[config.mk]
export PLATFORM = sky130hd
export DESIGN_NAME = arm_alu_shifter_flags
export DESIGN_NICKNAME = d
export VERILOG_FILES = /design/src/rtl/core/aasf_pkg.sv /design/src/rtl/core/aasf_decode.sv /design/src/rtl/core/aasf_exec.sv /design/src/rtl/core/aasf_flags.sv /design/src/rtl/core/arm_alu_shifter_flags.sv
export SDC_FILE = /design/constraint.sdc
export NUM_CORES = 2
export LEC_CHECK = 0
export ABC_AREA = 1
export BUFFER_PORTS_ARGS = -buffer_cell sky130_fd_sc_hd__buf_2
export CORE_MARGIN = 3
export CORE_UTILIZATION = 30
export CTS_BUF_LIST = sky130_fd_sc_hd__clkbuf_8
export CTS_CLUSTER_DIAMETER = 60
export CTS_CLUSTER_SIZE = 12
export DETAILED_ROUTE_END_ITERATION = 8
export PLACE_DENSITY = 0.52
export SLEW_MARGIN = 20
export SYNTH_ARGS = -nofsm -noshare
export SYNTH_HDL_FRONTEND = slang
export SYNTH_HIERARCHICAL = 1
export SYNTH_SLANG_ARGS = --single-unit
[constraint.sdc]
create_clock -name clk -period 8.4 [get_ports clk]
set_clock_uncertainty 0.1 [all_clocks]
set_input_delay 1.68 -clock clk [delete_from_list [all_inputs] [get_ports clk]]
set_output_delay 1.68 -clock clk [all_outputs]
set_load 0.05 [all_outputs]
[src/rtl/core/aasf_pkg.sv]
package aasf_pkg;

    // Operation codes carried in the mode field
    localparam logic [4:0] MODE_LSL    = 5'd0;
    localparam logic [4:0] MODE_LSR    = 5'd1;
    localparam logic [4:0] MODE_ASR    = 5'd2;
    localparam logic [4:0] MODE_ROR    = 5'd3;
    localparam logic [4:0] MODE_ADD    = 5'd4;
    localparam logic [4:0] MODE_ADC    = 5'd5;
    localparam logic [4:0] MODE_SUB    = 5'd6;
    localparam logic [4:0] MODE_SBC    = 5'd7;
    localparam logic [4:0] MODE_AND    = 5'd8;
    localparam logic [4:0] MODE_BIC    = 5'd9;
    localparam logic [4:0] MODE_ORR    = 5'd10;
    localparam logic [4:0] MODE_EOR    = 5'd11;
    localparam logic [4:0] MODE_NOT    = 5'd12;
    localparam logic [4:0] MODE_MUL    = 5'd13;
    localparam logic [4:0] MODE_BITCMB = 5'd14;
    localparam logic [4:0] MODE_CSEL   = 5'd15;
    localparam logic [4:0] MODE_CTEST  = 5'd16;
    localparam logic [4:0] MODE_PASS   = 5'd17;

    // Shift kinds, the low two bits of the shift modes
    localparam logic [1:0] SH_LSL = 2'd0;
    localparam logic [1:0] SH_LSR = 2'd1;
    localparam logic [1:0] SH_ASR = 2'd2;
    localparam logic [1:0] SH_ROR = 2'd3;

    typedef enum logic [3:0] {
        U_NONE,
        U_SHIFT,
        U_ADD,
        U_SUB,
        U_AND,
        U_BIC,
        U_ORR,
        U_EOR,
        U_NOT,
        U_MUL,
        U_BCMB,
        U_CSEL,
        U_CTEST,
        U_PASS
    } unit_t;

    typedef enum logic [1:0] {
        FK_NONE,
        FK_C,
        FK_NZ,
        FK_NZCV
    } fkind_t;

    typedef struct packed {
        logic [4:0]  mode;
        logic [31:0] operand_a;
        logic [31:0] operand_b;
        logic [31:0] operand_mask;
        logic [3:0]  flags_in;
        logic [3:0]  cond_code;
        logic        want_flags;
    } op_t;

    typedef struct packed {
        logic [31:0] result;
        logic [3:0]  flags_out;
        logic        flags_valid;
        logic        cond_met;
        logic        bad_operand;
    } res_t;

    // Decode stage to execute stage
    typedef struct packed {
        unit_t       unit;
        logic [1:0]  shkind;
        logic [5:0]  shamt;
        logic        add_cin;
        fkind_t      fkind;
        logic        met;
        logic        bad;
        logic [31:0] a;
        logic [31:0] b;
        logic [31:0] m;
    } dec_t;

    // Execute stage to flag/output stage
    typedef struct packed {
        logic [31:0] res;
        logic        c;
        logic        v;
        fkind_t      fkind;
        logic        met;
        logic        bad;
    } exe_t;

endpackage

[src/rtl/core/aasf_decode.sv]
module aasf_decode (
    input  logic           clk,
    input  logic           rst_n,
    input  logic           op_valid,
    output logic           op_ready,
    input  aasf_pkg::op_t  op,
    output logic           dn_valid,
    input  logic           dn_ready,
    output aasf_pkg::dec_t dec
);
    import aasf_pkg::*;

    typedef enum logic [3:0] {
        CC_EQ, CC_NE, CC_CS, CC_CC, CC_MI, CC_PL, CC_VS, CC_VC,
        CC_HI, CC_LS, CC_GE, CC_LT, CC_GT, CC_LE, CC_R14, CC_R15
    } cond_t;

    logic   valid_reg;
    dec_t   dec_reg;
    dec_t   dec_next;
    logic   cc_def;
    logic   cc_met;
    logic   shift_big;

    // {defined, met} for a condition code against NZCV
    function automatic logic [1:0] cond_eval(input logic [3:0] code, input logic [3:0] fl);
        logic n;
        logic z;
        logic c;
        logic v;
        logic [1:0] r;
        n = fl[3];
        z = fl[2];
        c = fl[1];
        v = fl[0];
        unique case (cond_t'(code))
            CC_EQ:   r = {1'b1, z};
            CC_NE:   r = {1'b1, !z};
            CC_CS:   r = {1'b1, c};
            CC_CC:   r = {1'b1, !c};
            CC_MI:   r = {1'b1, n};
            CC_PL:   r = {1'b1, !n};
            CC_VS:   r = {1'b1, v};
            CC_VC:   r = {1'b1, !v};
            CC_HI:   r = {1'b1, c && !z};
            CC_LS:   r = {1'b1, !c || z};
            CC_GE:   r = {1'b1, n == v};
            CC_LT:   r = {1'b1, n != v};
            CC_GT:   r = {1'b1, !z && (n == v)};
            CC_LE:   r = {1'b1, z || (n != v)};
            default: r = 2'b00;
        endcase
        return r;
    endfunction

    assign {cc_def, cc_met} = cond_eval(op.cond_code, op.flags_in);

    // ROR takes 0..31, the other shifts 0..63
    assign shift_big = (op.mode == MODE_ROR) ? (|op.operand_b[31:5]) : (|op.operand_b[31:6]);

    always_comb
    begin
        dec_next         = '0;
        dec_next.unit    = U_NONE;
        dec_next.fkind   = FK_NONE;
        dec_next.a       = op.operand_a;
        dec_next.b       = op.operand_b;
        dec_next.m       = op.operand_mask;
        dec_next.shamt   = op.operand_b[5:0];
        dec_next.shkind  = op.mode[1:0];
        unique case (op.mode) inside
            MODE_LSL, MODE_LSR, MODE_ASR, MODE_ROR:
            begin
                if (shift_big)
                begin
                    dec_next.bad = 1'b1;
                end
                else
                begin
                    dec_next.unit  = U_SHIFT;
                    dec_next.fkind = op.want_flags ? FK_C : FK_NONE;
                end
            end
            MODE_ADD, MODE_ADC:
            begin
                dec_next.unit    = U_ADD;
                dec_next.add_cin = (op.mode == MODE_ADC) && op.flags_in[1];
                dec_next.fkind   = op.want_flags ? FK_NZCV : FK_NONE;
            end
            MODE_SUB, MODE_SBC:
            begin
                // a + ~b + cin; SBC uses C directly as not-borrow
                dec_next.unit    = U_SUB;
                dec_next.add_cin = (op.mode == MODE_SUB) || op.flags_in[1];
                dec_next.fkind   = op.want_flags ? FK_NZCV : FK_NONE;
            end
            MODE_AND, MODE_BIC, MODE_ORR, MODE_EOR:
            begin
                unique case (op.mode)
                    MODE_AND: dec_next.unit = U_AND;
                    MODE_BIC: dec_next.unit = U_BIC;
                    MODE_ORR: dec_next.unit = U_ORR;
                    default:  dec_next.unit = U_EOR;
                endcase
                dec_next.fkind = op.want_flags ? FK_NZ : FK_NONE;
            end
            MODE_NOT:    dec_next.unit = U_NOT;
            MODE_MUL:    dec_next.unit = U_MUL;
            MODE_BITCMB: dec_next.unit = U_BCMB;
            MODE_CSEL, MODE_CTEST:
            begin
                dec_next.unit = (op.mode == MODE_CSEL) ? U_CSEL : U_CTEST;
                dec_next.bad  = !cc_def;
                dec_next.met  = cc_def && cc_met;
            end
            MODE_PASS:   dec_next.unit = U_PASS;
            default:     dec_next.bad = 1'b1;
        endcase
    end

    assign op_ready = !valid_reg || dn_ready;

    always_ff @(posedge clk or negedge rst_n)
    begin
        if (!rst_n)
        begin
            valid_reg <= 1'b0;
        end
        else if (op_ready)
        begin
            valid_reg <= op_valid;
        end
    end

    always_ff @(posedge clk)
    begin
        if (op_ready && op_valid)
        begin
            dec_reg <= dec_next;
        end
    end

    assign dn_valid = valid_reg;
    assign dec      = dec_reg;

endmodule

[src/rtl/core/aasf_exec.sv]
module aasf_exec (
    input  logic           clk,
    input  logic           rst_n,
    input  logic           up_valid,
    output logic           up_ready,
    input  aasf_pkg::dec_t dec,
    output logic           dn_valid,
    input  logic           dn_ready,
    output aasf_pkg::exe_t exe
);
    import aasf_pkg::*;

    logic               valid_reg;
    exe_t               exe_reg;
    exe_t               exe_next;

    logic [32:0]        lsl_w;
    logic [32:0]        lsr_w;
    logic signed [32:0] asr_w;
    logic [63:0]        ror_w;
    logic               sh_small;
    logic               sh_32;
    logic [31:0]        sh_res;
    logic               sh_c;

    logic [31:0]        add_b;
    logic [32:0]        sum;
    logic [31:0]        prod;

    // Carry lands in bit 32 (LSL) or bit 0 (LSR/ASR) of the widened value
    assign lsl_w    = {1'b0, dec.a} << dec.shamt[4:0];
    assign lsr_w    = {dec.a, 1'b0} >> dec.shamt[4:0];
    assign asr_w    = $signed({dec.a, 1'b0}) >>> dec.shamt[4:0];
    assign ror_w    = {dec.a, dec.a} >> dec.shamt[4:0];
    assign sh_small = !dec.shamt[5];
    assign sh_32    = (dec.shamt == 6'd32);

    always_comb
    begin
        case (dec.shkind)
            SH_LSL:
            begin
                sh_res = sh_small ? lsl_w[31:0] : 32'd0;
                sh_c   = sh_small ? lsl_w[32] : (sh_32 && dec.a[0]);
            end
            SH_LSR:
            begin
                sh_res = sh_small ? lsr_w[32:1] : 32'd0;
                sh_c   = sh_small ? lsr_w[0] : (sh_32 && dec.a[31]);
            end
            SH_ASR:
            begin
                sh_res = sh_small ? asr_w[32:1] : {32{dec.a[31]}};
                sh_c   = sh_small ? asr_w[0] : dec.a[31];
            end
            default:
            begin
                sh_res = ror_w[31:0];
                sh_c   = ror_w[31];
            end
        endcase
    end

    assign add_b = (dec.unit == U_SUB) ? ~dec.b : dec.b;
    assign sum   = {1'b0, dec.a} + {1'b0, add_b} + {32'd0, dec.add_cin};
    assign prod  = dec.a * dec.b;

    always_comb
    begin
        exe_next       = '0;
        exe_next.fkind = dec.fkind;
        exe_next.met   = dec.met;
        exe_next.bad   = dec.bad;
        case (dec.unit)
            U_SHIFT:
            begin
                exe_next.res = sh_res;
                exe_next.c   = sh_c && (dec.shamt != 6'd0);
            end
            U_ADD, U_SUB:
            begin
                exe_next.res = sum[31:0];
                exe_next.c   = sum[32];
                exe_next.v   = (dec.a[31] == add_b[31]) && (sum[31] != dec.a[31]);
            end
            U_AND:   exe_next.res = dec.a & dec.b;
            U_BIC:   exe_next.res = dec.a & ~dec.b;
            U_ORR:   exe_next.res = dec.a | dec.b;
            U_EOR:   exe_next.res = dec.a ^ dec.b;
            U_NOT:   exe_next.res = ~dec.a;
            U_MUL:   exe_next.res = prod;
            U_BCMB:  exe_next.res = (dec.a & ~dec.m) | (dec.b & dec.m);
            U_CSEL:  exe_next.res = dec.met ? dec.a : dec.b;
            U_PASS:  exe_next.res = dec.a;
            default: exe_next.res = 32'd0;
        endcase
    end

    assign up_ready = !valid_reg || dn_ready;

    always_ff @(posedge clk or negedge rst_n)
    begin
        if (!rst_n)
        begin
            valid_reg <= 1'b0;
        end
        else if (up_ready)
        begin
            valid_reg <= up_valid;
        end
    end

    always_ff @(posedge clk)
    begin
        if (up_ready && up_valid)
        begin
            exe_reg <= exe_next;
        end
    end

    assign dn_valid = valid_reg;
    assign exe      = exe_reg;

endmodule

[src/rtl/core/aasf_flags.sv]
module aasf_flags (
    input  logic           clk,
    input  logic           rst_n,
    input  logic           up_valid,
    output logic           up_ready,
    input  aasf_pkg::exe_t exe,
    output logic           res_valid,
    input  logic           res_ready,
    output aasf_pkg::res_t res
);
    import aasf_pkg::*;

    logic   valid_reg;
    res_t   res_reg;
    res_t   res_next;
    logic   n;
    logic   z;

    assign n = exe.res[31];
    assign z = (exe.res == 32'd0);

    always_comb
    begin
        res_next             = '0;
        res_next.result      = exe.res;
        res_next.cond_met    = exe.met;
        res_next.bad_operand = exe.bad;
        res_next.flags_valid = (exe.fkind != FK_NONE);
        case (exe.fkind)
            FK_C:    res_next.flags_out = {2'b00, exe.c, 1'b0};
            FK_NZ:   res_next.flags_out = {n, z, 2'b00};
            FK_NZCV: res_next.flags_out = {n, z, exe.c, exe.v};
            default: res_next.flags_out = 4'd0;
        endcase
    end

    assign up_ready = !valid_reg || res_ready;

    always_ff @(posedge clk or negedge rst_n)
    begin
        if (!rst_n)
        begin
            valid_reg <= 1'b0;
        end
        else if (up_ready)
        begin
            valid_reg <= up_valid;
        end
    end

    always_ff @(posedge clk)
    begin
        if (up_ready && up_valid)
        begin
            res_reg <= res_next;
        end
    end

    assign res_valid = valid_reg;
    assign res       = res_reg;

endmodule

[src/rtl/core/arm_alu_shifter_flags.sv]
// ARM-style ALU with barrel shifter and NZCV flags. Takes one request per clock
// while not stalled, through three registered stages: decode and condition
// evaluation, then execute (shifters, 33-bit adder, 32x32 low-word multiply),
// then flag assembly into the output register. The execute stage, with its
// multiplier, sets the clock limit. Each stage holds its item until the next
// frees up; a waiting result stalls the input only once all three stages are
// full, so up to three requests are in flight. There is no state between
// requests.
module arm_alu_shifter_flags (
    input  logic          clk,
    input  logic          rst_n,
    input  logic          op_valid,
    output logic          op_ready,
    input  aasf_pkg::op_t op,
    output logic          res_valid,
    input  logic          res_ready,
    output aasf_pkg::res_t res
);
    import aasf_pkg::*;

    logic   dec_valid;
    logic   dec_ready;
    dec_t   dec;
    logic   exe_valid;
    logic   exe_ready;
    exe_t   exe;

    aasf_decode u_decode (
        .clk      (clk),
        .rst_n    (rst_n),
        .op_valid (op_valid),
        .op_ready (op_ready),
        .op       (op),
        .dn_valid (dec_valid),
        .dn_ready (dec_ready),
        .dec      (dec)
    );

    aasf_exec u_exec (
        .clk      (clk),
        .rst_n    (rst_n),
        .up_valid (dec_valid),
        .up_ready (dec_ready),
        .dec      (dec),
        .dn_valid (exe_valid),
        .dn_ready (exe_ready),
        .exe      (exe)
    );

    aasf_flags u_flags (
        .clk       (clk),
        .rst_n     (rst_n),
        .up_valid  (exe_valid),
        .up_ready  (exe_ready),
        .exe       (exe),
        .res_valid (res_valid),
        .res_ready (res_ready),
        .res       (res)
    );

    // A draining output never blocks the input
    a_ready_chain: assert property (@(posedge clk) disable iff (!rst_n)
        res_ready |-> op_ready)
        else $error("input stalled while output drains");

    a_flags_zero: assert property (@(posedge clk) disable iff (!rst_n)
        res_valid && !res.flags_valid |-> res.flags_out == 4'd0)
        else $error("flags without flags_valid");

    a_bad_no_flags: assert property (@(posedge clk) disable iff (!rst_n)
        res_valid && res.bad_operand |-> !res.flags_valid && !res.cond_met)
        else $error("rejected operand with flags or condition");

    a_cond_no_flags: assert property (@(posedge clk) disable iff (!rst_n)
        res_valid && res.cond_met |-> !res.flags_valid)
        else $error("condition result with flags");

endmodule
==> flow_summary.ini <==
[outcome]
status = finished clean

[sta]
hold_viol = 0
relSlewSlack_pct = 22.3
worst_pin_slew_ns = 1.17
drv_slew = 0
setup_tns_ns = 0
finalSetupViolCount = 0
fin_crit_ns = 8.20
rsz0062_at_grt = no
period_share_pct = 97.7
max_freq_mhz = 122

[die]
num_io_pins = 155
die-area_um2 = 115000
die_h_um = 339
coreArea_um2 = 109000
die_x_um = 339
start_util_pct = 30.4
rows = 121

[yosys]
synth-seq-cells = 187
yosysWarnings = 6
async_flop_share_pct = 1.60
synth_edf_count = 184
yosysSeqAreaShare_pct = 16.8
synth_mux_area_share_pct = 0.602
syn_area_um2 = 33300
synth-compound-area-share_pct = 11.6
syn_area_per_cell_um2 = 7.18
synth.net_count = 5359
synth_top_family_by_area = adder cells
synthTopCellsByArea = fa_1, edfxtp_1, nand2_1, inv_1, ha_1
synth_cell_types = 57
synthCells = 4633
ys.flop_type = edfxtp_1
synthAdderAreaFrac_pct = 32.3
synth_largest_area_cell = fa_1
synth_top_area_share_pct = 24.7
synth-xor-area-share_pct = 2.08
synth-simple-area-share_pct = 22.7

[final_layout]
largest_reg_flops = 107
register_area_um2 = 5600
mostFrequentLayoutCells = nand2_1, inv_1, fa_1, o21ai_0, ha_1
multiInputGateArea_um2 = 23100
n_fill_cell = 11931
syn_to_final_growth_pct = 8.94
drive_gt1_share_pct = 8.13
layout_commonest_cell = nand2_1
finalNetCount = 5422

[global_routing]
grt_overflow = 0
grt_use_total_pct = 23.9
grt_pass1_vias = 30437
grt_max_degree = 74
grt_pass1_wl_mm = 205
antenna_found_initial = 6

[worst_hold_path]
min_path_type = flop to flop

[cts]
path_clk_slew_ns = 0.13
clock-sinks = 187
cts_resized = 0
cts_tree = built
cts.path.max_buffers = 2
h-tree-depth = 4
hold_buffers = 0
post_cts_buffers = 0
clk_latency_ns = 0.61
cts_root_buf = clkbuf_8
cts_buffers = 17

[worst_setup_path]
setup.worst_path.start_class = flop
cp_max_fo = 18
critPathArrivalTime_ns = 8.42
critPathKind = flop to flop
crit_path_end_kind = flop
path_delay_family = adder cells
cp_num_buf_inv = 6
crit_required_ns = 8.61
cpMostUsedCell = fa_1
crit_path_cell_trace = buf_4 > nand2_1 > inv_1 > fa_1 > fa_1 > fa_1 > inv_1 > fa_1 > inv_1 > fa_1 > inv_1 > fa_1 > inv_1 > fa_1 > fa_1 > ha_1 > a21oi_1 > o21ai_0 > a21oi_1 > nand2_1 > o21ai_0 > nand3_1 > nor4_1 > nand3_1
slowest_stage = edfxtp_1
cpPeakStageDelay_ns = 1.08

[placement]
place_congestion = 0.994
dp_hpwl_mm = 112
portBuffers = 154

[routing]
drt_wl_total_mm = 138
routedWlPerCell_um = 22.4
ant_nets = 0
vias = 31187
viasPerCell = 5.04
first_pass_iters = 6
dr.first_iter.drc_count = 3206
drc = 0

[run]
cap_violations = 0
## kinds of logic (layout without fill, tap and decap cells)
kind of cell               after synthesis  in the layout
other                                    0              3
adders and majority gates              612            612
DFF                                    187            187
and+or+nand+nor                       1866           1866
AOI/OAI and AO/OA                      680            680
buffers and inverters                 1189           1265
muxes                                   20             20
xor gates and xnor gates                79             79
## path summary, 6_finish.rpt
check                                  from           endpoint  slack (ns)  depth (start not counted)
setup / recovery           u_decode/dec[74]     u_exec/exe[25]        0.20                         24
hold / removal             u_decode/dec[96]      u_exec/exe[0]        0.35                          0
setup reg to reg           u_decode/dec[74]     u_exec/exe[25]        0.20                         24
hold reg to reg            u_decode/dec[96]      u_exec/exe[0]        0.35                          0
max in group asynchronous             rst_n  u_flags/res_valid        7.30                          1
min in group asynchronous             rst_n  u_decode/dn_valid        0.79                          1
## per-layer routing
metal | up-vias | routed length [um] | share of wire [%] | GRT usage, %
li1 | 14482 | - | - | -
met1 | 15199 | 63200 | 46 | 34.7
met2 | 1357 | 60400 | 44 | 36.5
met3 | 149 | 10500 | 7.6 | 3.36
met4 | 0 | 4270 | 3.1 | 7.30
met5 | - | 0 | 0 | 0
## area by class of cell
| type | count | area share, % |
|---|---|---|
| Antenna cell | 3 | 0.0207 |
| Clock buffer | 17 | 0.646 |
| Clock inverter | 15 | 0.376 |
| Inverter | 951 | 9.86 |
| Multi-Input combinational cell | 3257 | 63.7 |
| Sequential cell | 187 | 15.5 |
| Tap cell | 1476 | 5.10 |
| Timing Repair Buffer | 282 | 4.80 |
## stage by stage
step,hold slack (ns),util (%),cells,area [um^2],setup slack (ns)
after floorplan,0.300,-,4633,33300,0.605
after detailed placement,0.325,32.7,6152,35800,0.368
final,0.354,33.1,6188,36200,0.195
after CTS,0.356,33.1,6184,36200,0.302
after global routing,0.360,33.1,6186,36200,0.0294
after global placement,0.325,32.7,6152,35800,0.291
## worst reg2reg max path: cells and delay by family, from the launching register on
kind | cells | cell delay [ns]
buffers and inverters | 6 | 0.77
adder cells (fa/ha/maj) | 9 | 3.83
AO/OA/AOI/OAI | 4 | 1.17
AND/OR/NAND/NOR | 5 | 0.98
flip-flops | 1 | 1.08
## Yosys cell counts (4+ instances only)
cell,n
a211oi_1,13
a21o_1,9
a21oi_1,203
a22oi_1,19
a31oi_1,10
buf_1,55
buf_2,57
buf_4,11
buf_6,5
clkbuf_1,110
edfxtp_1,184
fa_1,410
ha_1,202
inv_1,926
inv_2,21
mux2i_1,20
nand2_1,1351
nand3_1,201
nand3b_1,9
nand4_1,28
nor2_1,200
nor2_2,7
nor2_4,4
nor3_1,21
nor4_1,12
o2111ai_1,16
o211ai_1,45
o21ai_0,204
o21ai_1,110
o21ai_2,7
o21bai_1,5
o221ai_1,8
o22ai_1,7
o31ai_1,4
or2_1,9
or2_2,15
xnor2_1,17
xor2_1,62
Power is not shown: default switching activity piles up to over one toggle a cycle in this logic, so the estimate is an artifact.
